<file path="config.mk">
export PLATFORM = sky130hd
export DESIGN_NAME = char_lcd_4bit_interface_sequencer_core_flat
export DESIGN_NICKNAME = d
export VERILOG_FILES = /design/src/hw/rtl/lcd_pkg.sv /design/src/hw/rtl/lcd_in_if.sv /design/src/hw/rtl/lcd_out_if.sv /design/src/hw/rtl/lcd_cfg_regs.sv /design/src/hw/rtl/lcd_seq.sv /design/src/hw/rtl/lcd_out_reg.sv /design/src/hw/rtl/char_lcd_4bit_interface_sequencer_core.sv /design/src/flat_wrapper.sv
export SDC_FILE = /design/constraint.sdc
export NUM_CORES = 1
export LEC_CHECK = 0
export BUFFER_PORTS_ARGS = -buffer_cell sky130_fd_sc_hd__clkbuf_2
export CELL_PAD_IN_SITES_DETAIL_PLACEMENT = 1
export CELL_PAD_IN_SITES_GLOBAL_PLACEMENT = 1
export CORE_UTILIZATION = 39
export CTS_CLUSTER_SIZE = 8
export DETAILED_ROUTE_END_ITERATION = 8
export PLACE_DENSITY = 0.84
export SLEW_MARGIN = 20
export SYNTH_ARGS = -nofsm -noshare
export SYNTH_HDL_FRONTEND = slang
export SYNTH_SLANG_ARGS = --single-unit
</file>
<file path="constraint.sdc">
create_clock -name clk -period 3.2 [get_ports clk]
set_input_delay 0.8 -clock clk [delete_from_list [all_inputs] [get_ports clk]]
set_output_delay 0.8 -clock clk [all_outputs]
set_load 0.02 [all_outputs]
</file>
<file path="src/hw/rtl/lcd_pkg.sv">
package lcd_pkg;

  // Request codes carried by the action field
  localparam logic [2:0] ACT_TICK    = 3'd0;
  localparam logic [2:0] ACT_COMMAND = 3'd1;
  localparam logic [2:0] ACT_DATA    = 3'd2;
  localparam logic [2:0] ACT_INIT    = 3'd3;
  localparam logic [2:0] ACT_SETPOS  = 3'd4;
  localparam logic [2:0] ACT_CLEAR   = 3'd5;

  // Configuration register indexes (byte address is 4 * index)
  localparam logic [2:0] REG_PULSE    = 3'd0;
  localparam logic [2:0] REG_NIB_GAP  = 3'd1;
  localparam logic [2:0] REG_POWERUP  = 3'd2;
  localparam logic [2:0] REG_INIT_GAP = 3'd3;
  localparam logic [2:0] REG_CLR_WAIT = 3'd4;

  localparam int CFG_AW = 5;

  // Register reset values
  localparam logic [7:0]  RST_PULSE    = 8'd1;
  localparam logic [15:0] RST_NIB_GAP  = 16'd100;
  localparam logic [15:0] RST_POWERUP  = 16'd50000;
  localparam logic [15:0] RST_INIT_GAP = 16'd5000;
  localparam logic [15:0] RST_CLR_WAIT = 16'd2000;

  // Controller command bytes and init nibbles
  localparam logic [3:0] INIT_NIB_8BIT = 4'h3;
  localparam logic [3:0] INIT_NIB_4BIT = 4'h2;
  localparam logic [7:0] CMD_FUNC_SET  = 8'h28;
  localparam logic [7:0] CMD_DISP_ON   = 8'h0c;
  localparam logic [7:0] CMD_ENTRY     = 8'h06;
  localparam logic [7:0] CMD_CLEAR     = 8'h01;

  typedef struct packed {
    logic [7:0]  pulse;
    logic [15:0] nib_gap;
    logic [15:0] powerup;
    logic [15:0] init_gap;
    logic [15:0] clr_wait;
  } lcd_cfg_t;

  typedef struct packed {
    logic [2:0] action;
    logic [7:0] byte_value;
    logic       row;
    logic [5:0] column;
  } lcd_item_t;

  typedef struct packed {
    logic [3:0] data_nibble;
    logic       register_select;
    logic       enable;
    logic       busy_res;
    logic       rejected;
  } lcd_res_t;

endpackage

</file>
<file path="src/hw/rtl/lcd_in_if.sv">
interface lcd_in_if;
  import lcd_pkg::*;

  logic       valid;
  logic       ready;
  logic [2:0] action;
  logic [7:0] byte_value;
  logic       row;
  logic [5:0] column;

  modport source(output valid, output action, output byte_value, output row,
                 output column, input ready);
  modport sink(input valid, input action, input byte_value, input row,
               input column, output ready);
endinterface

</file>
<file path="src/hw/rtl/lcd_out_if.sv">
interface lcd_out_if;
  import lcd_pkg::*;

  logic       valid;
  logic       ready;
  logic [3:0] data_nibble;
  logic       register_select;
  logic       enable;
  logic       busy_res;
  logic       rejected;

  modport source(output valid, output data_nibble, output register_select,
                 output enable, output busy_res, output rejected, input ready);
  modport sink(input valid, input data_nibble, input register_select,
               input enable, input busy_res, input rejected, output ready);
endinterface

</file>
<file path="src/hw/rtl/lcd_cfg_regs.sv">
module lcd_cfg_regs (
  input  logic                      clk,
  input  logic                      rst_n,
  input  logic                      psel,
  input  logic                      penable,
  input  logic                      pwrite,
  input  logic [lcd_pkg::CFG_AW-1:0] paddr,
  input  logic [31:0]               pwdata,
  output logic [31:0]               prdata,
  output logic                      pready,
  output lcd_pkg::lcd_cfg_t         cfg
);
  import lcd_pkg::*;

  lcd_cfg_t   cfg_r;
  logic [2:0] idx;
  logic       wr_en;

  assign idx    = paddr[CFG_AW-1:2];
  assign wr_en  = psel && penable && pwrite;
  assign pready = 1'b1;
  assign cfg    = cfg_r;

  // Write the addressed register
  always_ff @(posedge clk) begin
    if (!rst_n) begin
      cfg_r.pulse    <= RST_PULSE;
      cfg_r.nib_gap  <= RST_NIB_GAP;
      cfg_r.powerup  <= RST_POWERUP;
      cfg_r.init_gap <= RST_INIT_GAP;
      cfg_r.clr_wait <= RST_CLR_WAIT;
    end else if (wr_en) begin
      unique case (idx)
        REG_PULSE:    cfg_r.pulse    <= pwdata[7:0];
        REG_NIB_GAP:  cfg_r.nib_gap  <= pwdata[15:0];
        REG_POWERUP:  cfg_r.powerup  <= pwdata[15:0];
        REG_INIT_GAP: cfg_r.init_gap <= pwdata[15:0];
        REG_CLR_WAIT: cfg_r.clr_wait <= pwdata[15:0];
        default: ;
      endcase
    end
  end

  // Read back
  always_comb begin
    unique case (idx)
      REG_PULSE:    prdata = {24'd0, cfg_r.pulse};
      REG_NIB_GAP:  prdata = {16'd0, cfg_r.nib_gap};
      REG_POWERUP:  prdata = {16'd0, cfg_r.powerup};
      REG_INIT_GAP: prdata = {16'd0, cfg_r.init_gap};
      REG_CLR_WAIT: prdata = {16'd0, cfg_r.clr_wait};
      default:      prdata = 32'd0;
    endcase
  end

endmodule

</file>
<file path="src/hw/rtl/lcd_seq.sv">
module lcd_seq (
  input  logic               clk,
  input  logic               rst_n,
  input  logic               fire,
  input  lcd_pkg::lcd_item_t item,
  input  lcd_pkg::lcd_cfg_t  cfg,
  output lcd_pkg::lcd_res_t  res
);
  import lcd_pkg::*;

  typedef enum logic [2:0] {
    PH_IDLE,
    PH_POWERUP,
    PH_PULSE,
    PH_GAP,
    PH_CLRWAIT
  } phase_t;

  typedef struct packed {
    phase_t      phase;
    logic [3:0]  step;
    logic [15:0] dcnt;
    logic [7:0]  pbyte;
    logic        lnn;
    logic        clrp;
    logic        rs;
    logic        en;
    logic [3:0]  data;
  } seq_st_t;

  seq_st_t st_r;
  seq_st_t st_nxt;
  seq_st_t s;
  logic    rej;

  function automatic logic [15:0] atl1(logic [15:0] v);
    return (v == 16'd0) ? 16'd1 : v;
  endfunction

  function automatic seq_st_t start_pulse(seq_st_t si, logic [3:0] nib, logic [7:0] pulse);
    seq_st_t r;
    r       = si;
    r.phase = PH_PULSE;
    r.en    = 1'b1;
    r.data  = nib;
    r.dcnt  = atl1({8'd0, pulse});
    return r;
  endfunction

  function automatic seq_st_t start_byte(seq_st_t si, logic [7:0] b, logic rsv, logic clr,
                                         logic [7:0] pulse);
    seq_st_t r;
    r       = si;
    r.pbyte = b;
    r.rs    = rsv;
    r.clrp  = clr;
    r.lnn   = 1'b1;
    return start_pulse(r, b[7:4], pulse);
  endfunction

  function automatic seq_st_t start_init_step(seq_st_t si, logic [7:0] pulse);
    seq_st_t r;
    r = si;
    case (si.step)
      4'd3, 4'd4: r = start_pulse(si, INIT_NIB_8BIT, pulse);
      4'd5:       r = start_pulse(si, INIT_NIB_4BIT, pulse);
      4'd6:       r = start_byte(si, CMD_FUNC_SET, 1'b0, 1'b0, pulse);
      4'd7:       r = start_byte(si, CMD_DISP_ON, 1'b0, 1'b0, pulse);
      4'd8:       r = start_byte(si, CMD_ENTRY, 1'b0, 1'b0, pulse);
      4'd9:       r = start_byte(si, CMD_CLEAR, 1'b0, 1'b1, pulse);
      default: begin
        r.step  = 4'd0;
        r.phase = PH_IDLE;
        r.dcnt  = 16'd0;
      end
    endcase
    return r;
  endfunction

  function automatic seq_st_t unit_done(seq_st_t si, logic [7:0] pulse);
    seq_st_t r;
    r = si;
    if (si.step == 4'd0) begin
      r.phase = PH_IDLE;
      r.dcnt  = 16'd0;
    end else begin
      r.step = si.step + 4'd1;
      r      = start_init_step(r, pulse);
    end
    return r;
  endfunction

  // Advance the timer one tick, then take or reject a request
  always_comb begin
    s   = st_r;
    rej = 1'b0;

    if (s.phase != PH_IDLE) begin
      if (s.dcnt != 16'd0) s.dcnt = s.dcnt - 16'd1;
      if (s.dcnt == 16'd0) begin
        unique case (s.phase)
          PH_POWERUP: begin
            s.rs   = 1'b0;
            s.step = 4'd2;
            s      = start_pulse(s, INIT_NIB_8BIT, cfg.pulse);
          end
          PH_PULSE: begin
            s.phase = PH_GAP;
            s.en    = 1'b0;
            if (s.step >= 4'd2 && s.step <= 4'd4) s.dcnt = atl1(cfg.init_gap);
            else                                  s.dcnt = atl1(cfg.nib_gap);
          end
          PH_GAP: begin
            if (s.step >= 4'd2 && s.step <= 4'd5) begin
              s = unit_done(s, cfg.pulse);
            end else if (s.lnn) begin
              s.lnn = 1'b0;
              s     = start_pulse(s, s.pbyte[3:0], cfg.pulse);
            end else if (s.clrp) begin
              s.clrp  = 1'b0;
              s.phase = PH_CLRWAIT;
              s.dcnt  = atl1(cfg.clr_wait);
            end else begin
              s = unit_done(s, cfg.pulse);
            end
          end
          default: s = unit_done(s, cfg.pulse);
        endcase
      end
    end

    if (item.action inside {[ACT_COMMAND:ACT_CLEAR]}) begin
      if (s.phase != PH_IDLE) begin
        rej = 1'b1;
      end else begin
        case (item.action)
          ACT_COMMAND: s = start_byte(s, item.byte_value, 1'b0, 1'b0, cfg.pulse);
          ACT_DATA:    s = start_byte(s, item.byte_value, 1'b1, 1'b0, cfg.pulse);
          ACT_INIT: begin
            s.step  = 4'd1;
            s.phase = PH_POWERUP;
            s.rs    = 1'b0;
            s.en    = 1'b0;
            s.data  = 4'd0;
            s.dcnt  = atl1(cfg.powerup);
          end
          ACT_SETPOS:
            s = start_byte(s, {1'b1, item.row, item.column}, 1'b0, 1'b0, cfg.pulse);
          default:     s = start_byte(s, CMD_CLEAR, 1'b0, 1'b1, cfg.pulse);
        endcase
      end
    end

    st_nxt                = fire ? s : st_r;
    res.data_nibble       = s.data;
    res.register_select   = s.rs;
    res.enable            = s.en;
    res.busy_res          = (s.phase != PH_IDLE);
    res.rejected          = rej;
  end

  // Hold sequencer state
  always_ff @(posedge clk) begin
    if (!rst_n) begin
      st_r.phase <= PH_IDLE;
      st_r.step  <= 4'd0;
      st_r.dcnt  <= 16'd0;
      st_r.pbyte <= 8'd0;
      st_r.lnn   <= 1'b0;
      st_r.clrp  <= 1'b0;
      st_r.rs    <= 1'b0;
      st_r.en    <= 1'b0;
      st_r.data  <= 4'd0;
    end else begin
      st_r <= st_nxt;
    end
  end

  a_rej_busy: assert property (@(posedge clk) disable iff (!rst_n)
    res.rejected |-> res.busy_res)
    else $error("rejected item while sequencer idle");

  a_idle_zero: assert property (@(posedge clk) disable iff (!rst_n)
    (st_r.phase == PH_IDLE) |-> (st_r.dcnt == 16'd0))
    else $error("idle with running delay");

  a_en_pulse: assert property (@(posedge clk) disable iff (!rst_n)
    st_r.en |-> (st_r.phase == PH_PULSE))
    else $error("enable high outside a pulse");

  a_hold: assert property (@(posedge clk) disable iff (!rst_n)
    !fire |=> (st_r == $past(st_r)))
    else $error("state moved without an item");

endmodule

</file>
<file path="src/hw/rtl/lcd_out_reg.sv">
module lcd_out_reg (
  input  logic              clk,
  input  logic              rst_n,
  input  logic              fire,
  input  lcd_pkg::lcd_res_t res,
  output logic              in_ready,
  output logic              out_valid,
  input  logic              out_ready,
  output lcd_pkg::lcd_res_t out_res
);
  import lcd_pkg::*;

  logic     valid_r;
  lcd_res_t res_r;

  // Take a new item whenever the slot is empty or being drained
  assign in_ready  = !valid_r || out_ready;
  assign out_valid = valid_r;
  assign out_res   = res_r;

  always_ff @(posedge clk) begin
    if (!rst_n) begin
      valid_r <= 1'b0;
    end else if (fire) begin
      valid_r <= 1'b1;
    end else if (out_ready) begin
      valid_r <= 1'b0;
    end
  end

  // Capture the result of the accepted item
  always_ff @(posedge clk) begin
    if (fire) res_r <= res;
  end

  a_fire_loads: assert property (@(posedge clk) disable iff (!rst_n)
    fire |=> valid_r)
    else $error("accepted item lost its result");

  a_no_overrun: assert property (@(posedge clk) disable iff (!rst_n)
    (valid_r && !out_ready) |-> !fire)
    else $error("result overwritten while stalled");

  a_drain: assert property (@(posedge clk) disable iff (!rst_n)
    (valid_r && out_ready && !fire) |=> !valid_r)
    else $error("result repeated after hand-off");

endmodule

</file>
<file path="src/hw/rtl/char_lcd_4bit_interface_sequencer_core.sv">
// Channel   Direction  Handshake          Payload
// in_if     in         valid/ready        action, byte_value, row, column (one tick)
// out_if    out        valid/ready        data_nibble, register_select, enable,
//                                         busy_res, rejected
// cfg_*     in         APB write/read     five timing registers at 4*index
//
// Each item is one timer tick and yields one result; one item per cycle while out_if is not stalled.
// An item's work is a single pass from the sequencer state to the result
// register, so the result appears in the cycle after the item is accepted.
// A stalled result holds in the output register; a new item is taken in the
// same cycle the old one leaves. Synchronous active-low reset; no clear pass.
module char_lcd_4bit_interface_sequencer_core (
  input  logic                       clk,
  input  logic                       rst_n,
  lcd_in_if.sink                     in_if,
  lcd_out_if.source                  out_if,
  input  logic                       cfg_psel,
  input  logic                       cfg_penable,
  input  logic                       cfg_pwrite,
  input  logic [lcd_pkg::CFG_AW-1:0] cfg_paddr,
  input  logic [31:0]                cfg_pwdata,
  output logic [31:0]                cfg_prdata,
  output logic                       cfg_pready
);
  import lcd_pkg::*;

  lcd_cfg_t  cfg;
  lcd_item_t item;
  lcd_res_t  res;
  lcd_res_t  out_res;
  logic      in_rdy;
  logic      fire;

  assign item.action     = in_if.action;
  assign item.byte_value = in_if.byte_value;
  assign item.row        = in_if.row;
  assign item.column     = in_if.column;

  assign in_if.ready = in_rdy;
  assign fire        = in_if.valid && in_rdy;

  assign out_if.data_nibble     = out_res.data_nibble;
  assign out_if.register_select = out_res.register_select;
  assign out_if.enable          = out_res.enable;
  assign out_if.busy_res        = out_res.busy_res;
  assign out_if.rejected        = out_res.rejected;

  lcd_cfg_regs u_cfg (
    .clk     (clk),
    .rst_n   (rst_n),
    .psel    (cfg_psel),
    .penable (cfg_penable),
    .pwrite  (cfg_pwrite),
    .paddr   (cfg_paddr),
    .pwdata  (cfg_pwdata),
    .prdata  (cfg_prdata),
    .pready  (cfg_pready),
    .cfg     (cfg)
  );

  lcd_seq u_seq (
    .clk   (clk),
    .rst_n (rst_n),
    .fire  (fire),
    .item  (item),
    .cfg   (cfg),
    .res   (res)
  );

  lcd_out_reg u_out (
    .clk       (clk),
    .rst_n     (rst_n),
    .fire      (fire),
    .res       (res),
    .in_ready  (in_rdy),
    .out_valid (out_if.valid),
    .out_ready (out_if.ready),
    .out_res   (out_res)
  );

endmodule
</file>
<file path="src/flat_wrapper.sv">
// flat-port wrapper written by rule: the top's interface ports become plain ports
module char_lcd_4bit_interface_sequencer_core_flat import lcd_pkg::*;
  (clk, rst_n, cfg_psel, cfg_penable, cfg_pwrite, cfg_paddr, cfg_pwdata, cfg_prdata, cfg_pready, in_if_valid, in_if_action, in_if_byte_value, in_if_row, in_if_column, in_if_ready, out_if_valid, out_if_data_nibble, out_if_register_select, out_if_enable, out_if_busy_res, out_if_rejected, out_if_ready);
  lcd_in_if in_if_i ();
  lcd_out_if out_if_i ();
  input  logic clk;
  input  logic rst_n;
  input  logic cfg_psel;
  input  logic cfg_penable;
  input  logic cfg_pwrite;
  input  logic [lcd_pkg::CFG_AW-1:0] cfg_paddr;
  input  logic [31:0] cfg_pwdata;
  output logic [31:0] cfg_prdata;
  output logic cfg_pready;
  input wire logic [$bits(in_if_i.valid)-1:0] in_if_valid;
  input wire logic [$bits(in_if_i.action)-1:0] in_if_action;
  input wire logic [$bits(in_if_i.byte_value)-1:0] in_if_byte_value;
  input wire logic [$bits(in_if_i.row)-1:0] in_if_row;
  input wire logic [$bits(in_if_i.column)-1:0] in_if_column;
  output wire logic [$bits(in_if_i.ready)-1:0] in_if_ready;
  output wire logic [$bits(out_if_i.valid)-1:0] out_if_valid;
  output wire logic [$bits(out_if_i.data_nibble)-1:0] out_if_data_nibble;
  output wire logic [$bits(out_if_i.register_select)-1:0] out_if_register_select;
  output wire logic [$bits(out_if_i.enable)-1:0] out_if_enable;
  output wire logic [$bits(out_if_i.busy_res)-1:0] out_if_busy_res;
  output wire logic [$bits(out_if_i.rejected)-1:0] out_if_rejected;
  input wire logic [$bits(out_if_i.ready)-1:0] out_if_ready;
  assign in_if_i.valid = in_if_valid;
  assign in_if_i.action = in_if_action;
  assign in_if_i.byte_value = in_if_byte_value;
  assign in_if_i.row = in_if_row;
  assign in_if_i.column = in_if_column;
  assign in_if_ready = in_if_i.ready;
  assign out_if_valid = out_if_i.valid;
  assign out_if_data_nibble = out_if_i.data_nibble;
  assign out_if_register_select = out_if_i.register_select;
  assign out_if_enable = out_if_i.enable;
  assign out_if_busy_res = out_if_i.busy_res;
  assign out_if_rejected = out_if_i.rejected;
  assign out_if_i.ready = out_if_ready;
  char_lcd_4bit_interface_sequencer_core u_core (.clk(clk), .rst_n(rst_n), .in_if(in_if_i), .out_if(out_if_i), .cfg_psel(cfg_psel), .cfg_penable(cfg_penable), .cfg_pwrite(cfg_pwrite), .cfg_paddr(cfg_paddr), .cfg_pwdata(cfg_pwdata), .cfg_prdata(cfg_prdata), .cfg_pready(cfg_pready));
endmodule
</file>
Word-level counts from Yosys, hierarchy flattened
Cells that the tools add are included.
Operators by class
  equal/unequal tests: 18
  $lt $le $gt $ge: 5
  muxes and demuxes: 41
  reduce and logical (&&, ||, !) cells: 29
  $add $sub $neg: 2
Operator list (number)
  39-bit two-way mux: 6
  16-bit one-hot mux with 6 select lines: 2
  16-bit two-way mux: 11
  16-bit logical NOT: 5
  16-bit one-hot mux with 5 select lines: 1
  16-bit one-hot mux with 3 select lines: 1
  22-bit two-way mux: 2
  11-bit one-hot mux with 3 select lines: 1
  10-bit one-hot mux with 3 select lines: 1
  4-bit one-hot mux with 3 select lines: 2
  6-bit one-hot mux with 4 select lines: 1
  3-bit by 2-bit == test with 1-bit output, second input constant: 6
  4-bit by 3-bit == test with 1-bit output, second input constant: 4
  16-bit nonzero test: 1
  16-bit by 1-bit subtractor with 16-bit output, second input constant: 1
  2-bit AND reduction: 5
  3-bit by 1-bit == test with 1-bit output, second input constant: 3
  9-bit two-way mux: 1
  3-bit one-hot mux with 3 select lines: 1
  3-bit nonzero test: 3
  4-bit == test, second input constant: 2
  4-bit by 3-bit <= comparator with 1-bit output, second input constant: 2
  8-bit logical NOT: 1
  4-bit two-way mux: 2
  20 further kinds: 30
Storage, ports and cells
  register bits: 120
  bits of input ports: 62
  logic and storage cells: 115

Depth between registers and ports, before layout
  depth after elaboration: 15
  mapped depth: 14
  mapped depth without buffers: 10

By module
A second synthesis with hierarchy kept.
Unflattened totals
  cells, all modules: 1076
  area, all modules: 8503.2 µm²
By module, submodules not included
  lcd_seq: cells an instance 693, area each 4723.3 µm², times used 1
  lcd_cfg_regs: cells an instance 370, area each 3484.6 µm², times used 1
  lcd_out_reg: cells an instance 12, area each 289.0 µm², times used 1
  char_lcd_4bit_interface_sequencer_core: cells an instance 1, area each 6.3 µm², times used 1

Worst setup path before layout
Ideal clock, no wire load.
  kind: input to output
  from: input port cfg_paddr[2] (netlist bit)
  to: output port cfg_prdata[6]
  data arrival time: 2251 ps
  stages on the path: 5
  path slack: 149 ps
  path through: clkbuf_1 clkbuf_1 mux2_2 a22oi_1 o22ai_1
On the way
  cells in the longest elaborated chain, start to end: 2
Ends and longest elaborated chain
  from (decl): line flat_wrapper.sv:11  | input logic [lcd_pkg::CFG_AW-1:0] cfg_paddr;
  3-bit == test (tied with other cells): line lcd_cfg_regs.sv:46  | unique case (idx)
  16-bit one-hot mux with 5 select lines (*): line lcd_cfg_regs.sv:46
  to (decl): line flat_wrapper.sv:13  | output logic [31:0] cfg_prdata;
Every way passes the cells marked *; elsewhere a longest branch is shown, timed or not.

Worst setup path in the final report
  from: register u_core.u_seq.st_r[18] (netlist bit)
  to: register u_core.u_seq.st_r[16] (netlist bit)
On the way
  cells in the longest elaborated chain, start to end: 9
Ends and longest elaborated chain
  from (decl): line lcd_seq.sv:31  | seq_st_t st_r;
  from (signal assigned): line lcd_seq.sv:175  | st_r <= st_nxt;
  16-bit by 1-bit subtractor with 16-bit output or 16-bit nonzero test (tied branches): line lcd_seq.sv:99  | if (s.dcnt != 16'd0) s.dcnt = s.dcnt - 16'd1;
  16-bit two-way mux (*): line lcd_seq.sv:99
  16-bit two-way mux (*): line lcd_seq.sv:98  | if (s.phase != PH_IDLE) begin
  16-bit logical NOT: line lcd_seq.sv:100  | if (s.dcnt == 16'd0) begin
  39-bit two-way mux (*): line lcd_seq.sv:100
  39-bit two-way mux (*): line lcd_seq.sv:98
  3-bit nonzero test: line lcd_seq.sv:133  | if (s.phase != PH_IDLE) begin
  39-bit two-way mux: line lcd_seq.sv:133
  39-bit two-way mux (*): line lcd_seq.sv:132  | if (item.action inside {[ACT_COMMAND:ACT_CLEAR]}) begin
Every way passes the cells marked *; elsewhere a longest branch is shown, timed or not. The select of a mux whose other input is x is not followed.
A chain may end at the register's enable or synchronous reset.

==> out/results.ini <==
[run_status]
status = completed

[critical_path]
r2r_start = u_core.u_seq.st_r[18]$_SDFFE_PN0P_
r2r_cells = 9
r2r_end = u_core.u_seq.st_r[16]$_SDFFE_PN0P_
ff2ff_setup_slack_ns = 0.16
critPathRequiredTime_ns = 3.56
cp_max_fo = 10
start_kind = register
arrival_ns = 3.40
crit_type = register to register
worstSetupEndpointType = register

[global_route]
globalRouteOverflowTotal = 0
grt_pass1_vias = 9333
grt_max_degree = 58
grt_pass1_wl_um = 51200
antenna_found_initial = 0
grt_use_total = 0.306

[clock_network]
clock_latency_ns = 0.44
clockBufferDepth = 2
cts_max_level = 4
cts_tree = built
clk_pin_slew_ns = 0.06
ctsHoldBuffers = 0
clkSinkCount = 116
root_buffer = clkbuf_16
cts_buffers = 17

[route]
final_antenna_net_count = 0
viasPerCell = 6.49
routed_wl_um = 32700
routedWlPerCell_um = 22.7
post-route-drc-count = 0
dr.pass1.iters = 5
drt_iter0_drc = 800
vias = 9359

[sta]
period_needed_ns = 3.04
fin_worst_skew_ns = 0.00940
hold_violations = 0
period_share = 0.949
setup_viol = 0
max_freq_mhz = 329
drv_slew = 0
setup_ws_ns = 0.164
tightest_slew_ns = 1.03
relSlewSlack = 0.306

[synthesis]
synth-edff-count = 8
syn_inst = 1102
yosysWarnings = 0
ys_top_cells_by_area = dfxtp_1 27%, nand2_1 9.8%, a21oi_1 6.5%
synth_area_um2 = 8020
avgSynthCellArea_um2 = 7.27
yosysSeqAreaShare = 0.300
async_flop_share = 0
synthFlopType = dfxtp_1
yosysMostFrequentCell = nand2_1
ys_ff_latch = 116
ys_types = 81
ys_top_cells_by_count = 209 x nand2_1, 108 x dfxtp_1, 104 x a21oi_1, 75 x clkbuf_1, 64 x o21ai_0
synth_area_leader_cell = dfxtp_1
yosysTopAreaCellShare = 0.270

[die]
start_util = 0.397
dieHeight_um = 145
num_rows = 52
pin_count = 105
dieArea_um2 = 21100
design.core.area_um2 = 20200
dieWidth_um = 145

[worst_hold_path]
worstHoldStart = u_core.u_cfg.cfg[16]$_SDFFE_PN0P_
worstHoldEndpoint = u_core.u_cfg.cfg[16]$_SDFFE_PN0P_
hold_depth = 2
hold_class = register to register

[flow_run]
cap_violations = 0

[finish]
drive_above_1_share = 0.174
n_antenna_cell = 0
fin_cells = 1441
area_delta_synth_final_pct = 16.4
fin_nets = 1227

[power]
vdd_drop_max_uv = 376
p_leak_nw = 3.46
p_per_area_nw_per_um2 = 472

[placement]
dpl.cell_count = 1407
portBuffers = 69
place_congestion = 0.897
post-place-ws_ns = 0.0567
hpwl_um = 22800

area by class of cell:
cell class	instances	area [um^2]
tap	270	338
clock buffer	19	433
sequential	116	2400
clock inverter	13	150
timing repair buffer	133	826
multi-input combinational	872	5110
inverter	18	67.6
fill	2582	10800
kinds of logic after synthesis:
| kind of cell | synth area share |
|---|---|
| simple gates | 0.266 |
| compound gates | 0.298 |
| buf+inv | 0.0749 |
| flops | 0.300 |
| mux | 0.0454 |
| fa+ha+maj | 0.0109 |
| xor+xnor | 0.00437 |
| other cells | 0.000937 |
power breakdown:
| group | switching, W | total (W) | internal, W |
|---|---|---|---|
| sequential | 0.0000663 | 0.00157 | 0.00151 |
| clock | 0.000789 | 0.00194 | 0.00116 |
| combinational | 0.000571 | 0.000881 | 0.000311 |
| total | 0.00143 | 0.00440 | 0.00297 |
how the worst max path moves through the flow:
stage                                  startpoint                                  to  cells after the start
5_1_grt        u_core.u_seq.st_r[16]$_SDFFE_PN0P_   u_core.u_seq.st_r[8]$_SDFFE_PN0P_                     12
6_report       u_core.u_seq.st_r[18]$_SDFFE_PN0P_  u_core.u_seq.st_r[16]$_SDFFE_PN0P_                      9
4_1_cts        u_core.u_seq.st_r[16]$_SDFFE_PN0P_   u_core.u_out.out_res[6]$_DFFE_PP_                     11
3_5_place_dp   u_core.u_seq.st_r[24]$_SDFFE_PN0P_   u_core.u_out.out_res[6]$_DFFE_PP_                      8
3_3_place_gp   u_core.u_seq.st_r[24]$_SDFFE_PN0P_   u_core.u_out.out_res[6]$_DFFE_PP_                      8
2_1_floorplan                        cfg_paddr[2]                       cfg_prdata[6]                      5
per-layer routing:
| layer | track usage | share of wire | vias to the layer above |
|---|---|---|---|
| li1 | - | - | 4144 |
| met1 | 0.378 | 0.40 | 4559 |
| met2 | 0.509 | 0.48 | 519 |
| met3 | 0.0567 | 0.079 | 137 |
| met4 | 0.158 | 0.048 | 0 |
| met5 | 0 | 0 | - |
state kept, by name, summed over array words and instances, names as in the netlist:
register and count:
u_core.u_out.out_res 8, u_core.u_cfg.cfg 72, u_core.u_seq.st_r 35, u_core.u_out.out_valid 1
cells in the final DEF, fill, tap and decap left out, drive strengths merged, types with 9 or more instances in the layout:
master and count:
a21o 9, a21oi 105, a22oi 45, a31oi 17
a32oi 10, and3 9, buf 64, clkbuf 88
conb 17, dfxtp 108, inv 22, mux2 11
mux2i 24, nand2 210, nand2b 11, nand3 55
nor2 48, nor2b 17, nor3 26, nor4 27
o211ai 15, o21ai 67, o22ai 28
per-stage QoR:
stage	total power [W]	TNS [ns]	hold WS (ns)	area [um^2]	utilization
2_1_floorplan	0.00216	0	0.446	8070	-
3_3_place_gp	0.00241	0	0.458	8690	0.431
3_5_place_dp	0.00243	0	0.472	8690	0.431
4_1_cts	0.00437	0	0.480	9290	0.460
5_1_grt	0.00452	-0.0378	0.511	9330	0.462
6_report	0.00440	0	0.480	9330	0.462
worst max-delay path, cell delays in order (launching register included):
cell and delay, ns:
dfxtp_1 0.44, nor4_4 0.43, nand4_1 0.27, mux2i_1 0.31
o211ai_2 0.18, o41ai_4 0.53, and2_1 0.25, buf_4 0.20
o211ai_1 0.13, a31oi_1 0.21
repair_timing:
action,in CTS,in global routing
setup endpoints to repair,2,20
gates resized for setup,1,5
buffers inserted,0,2
pin swaps,0,2
No activity file was read; power rests on OpenSTA's default activity.
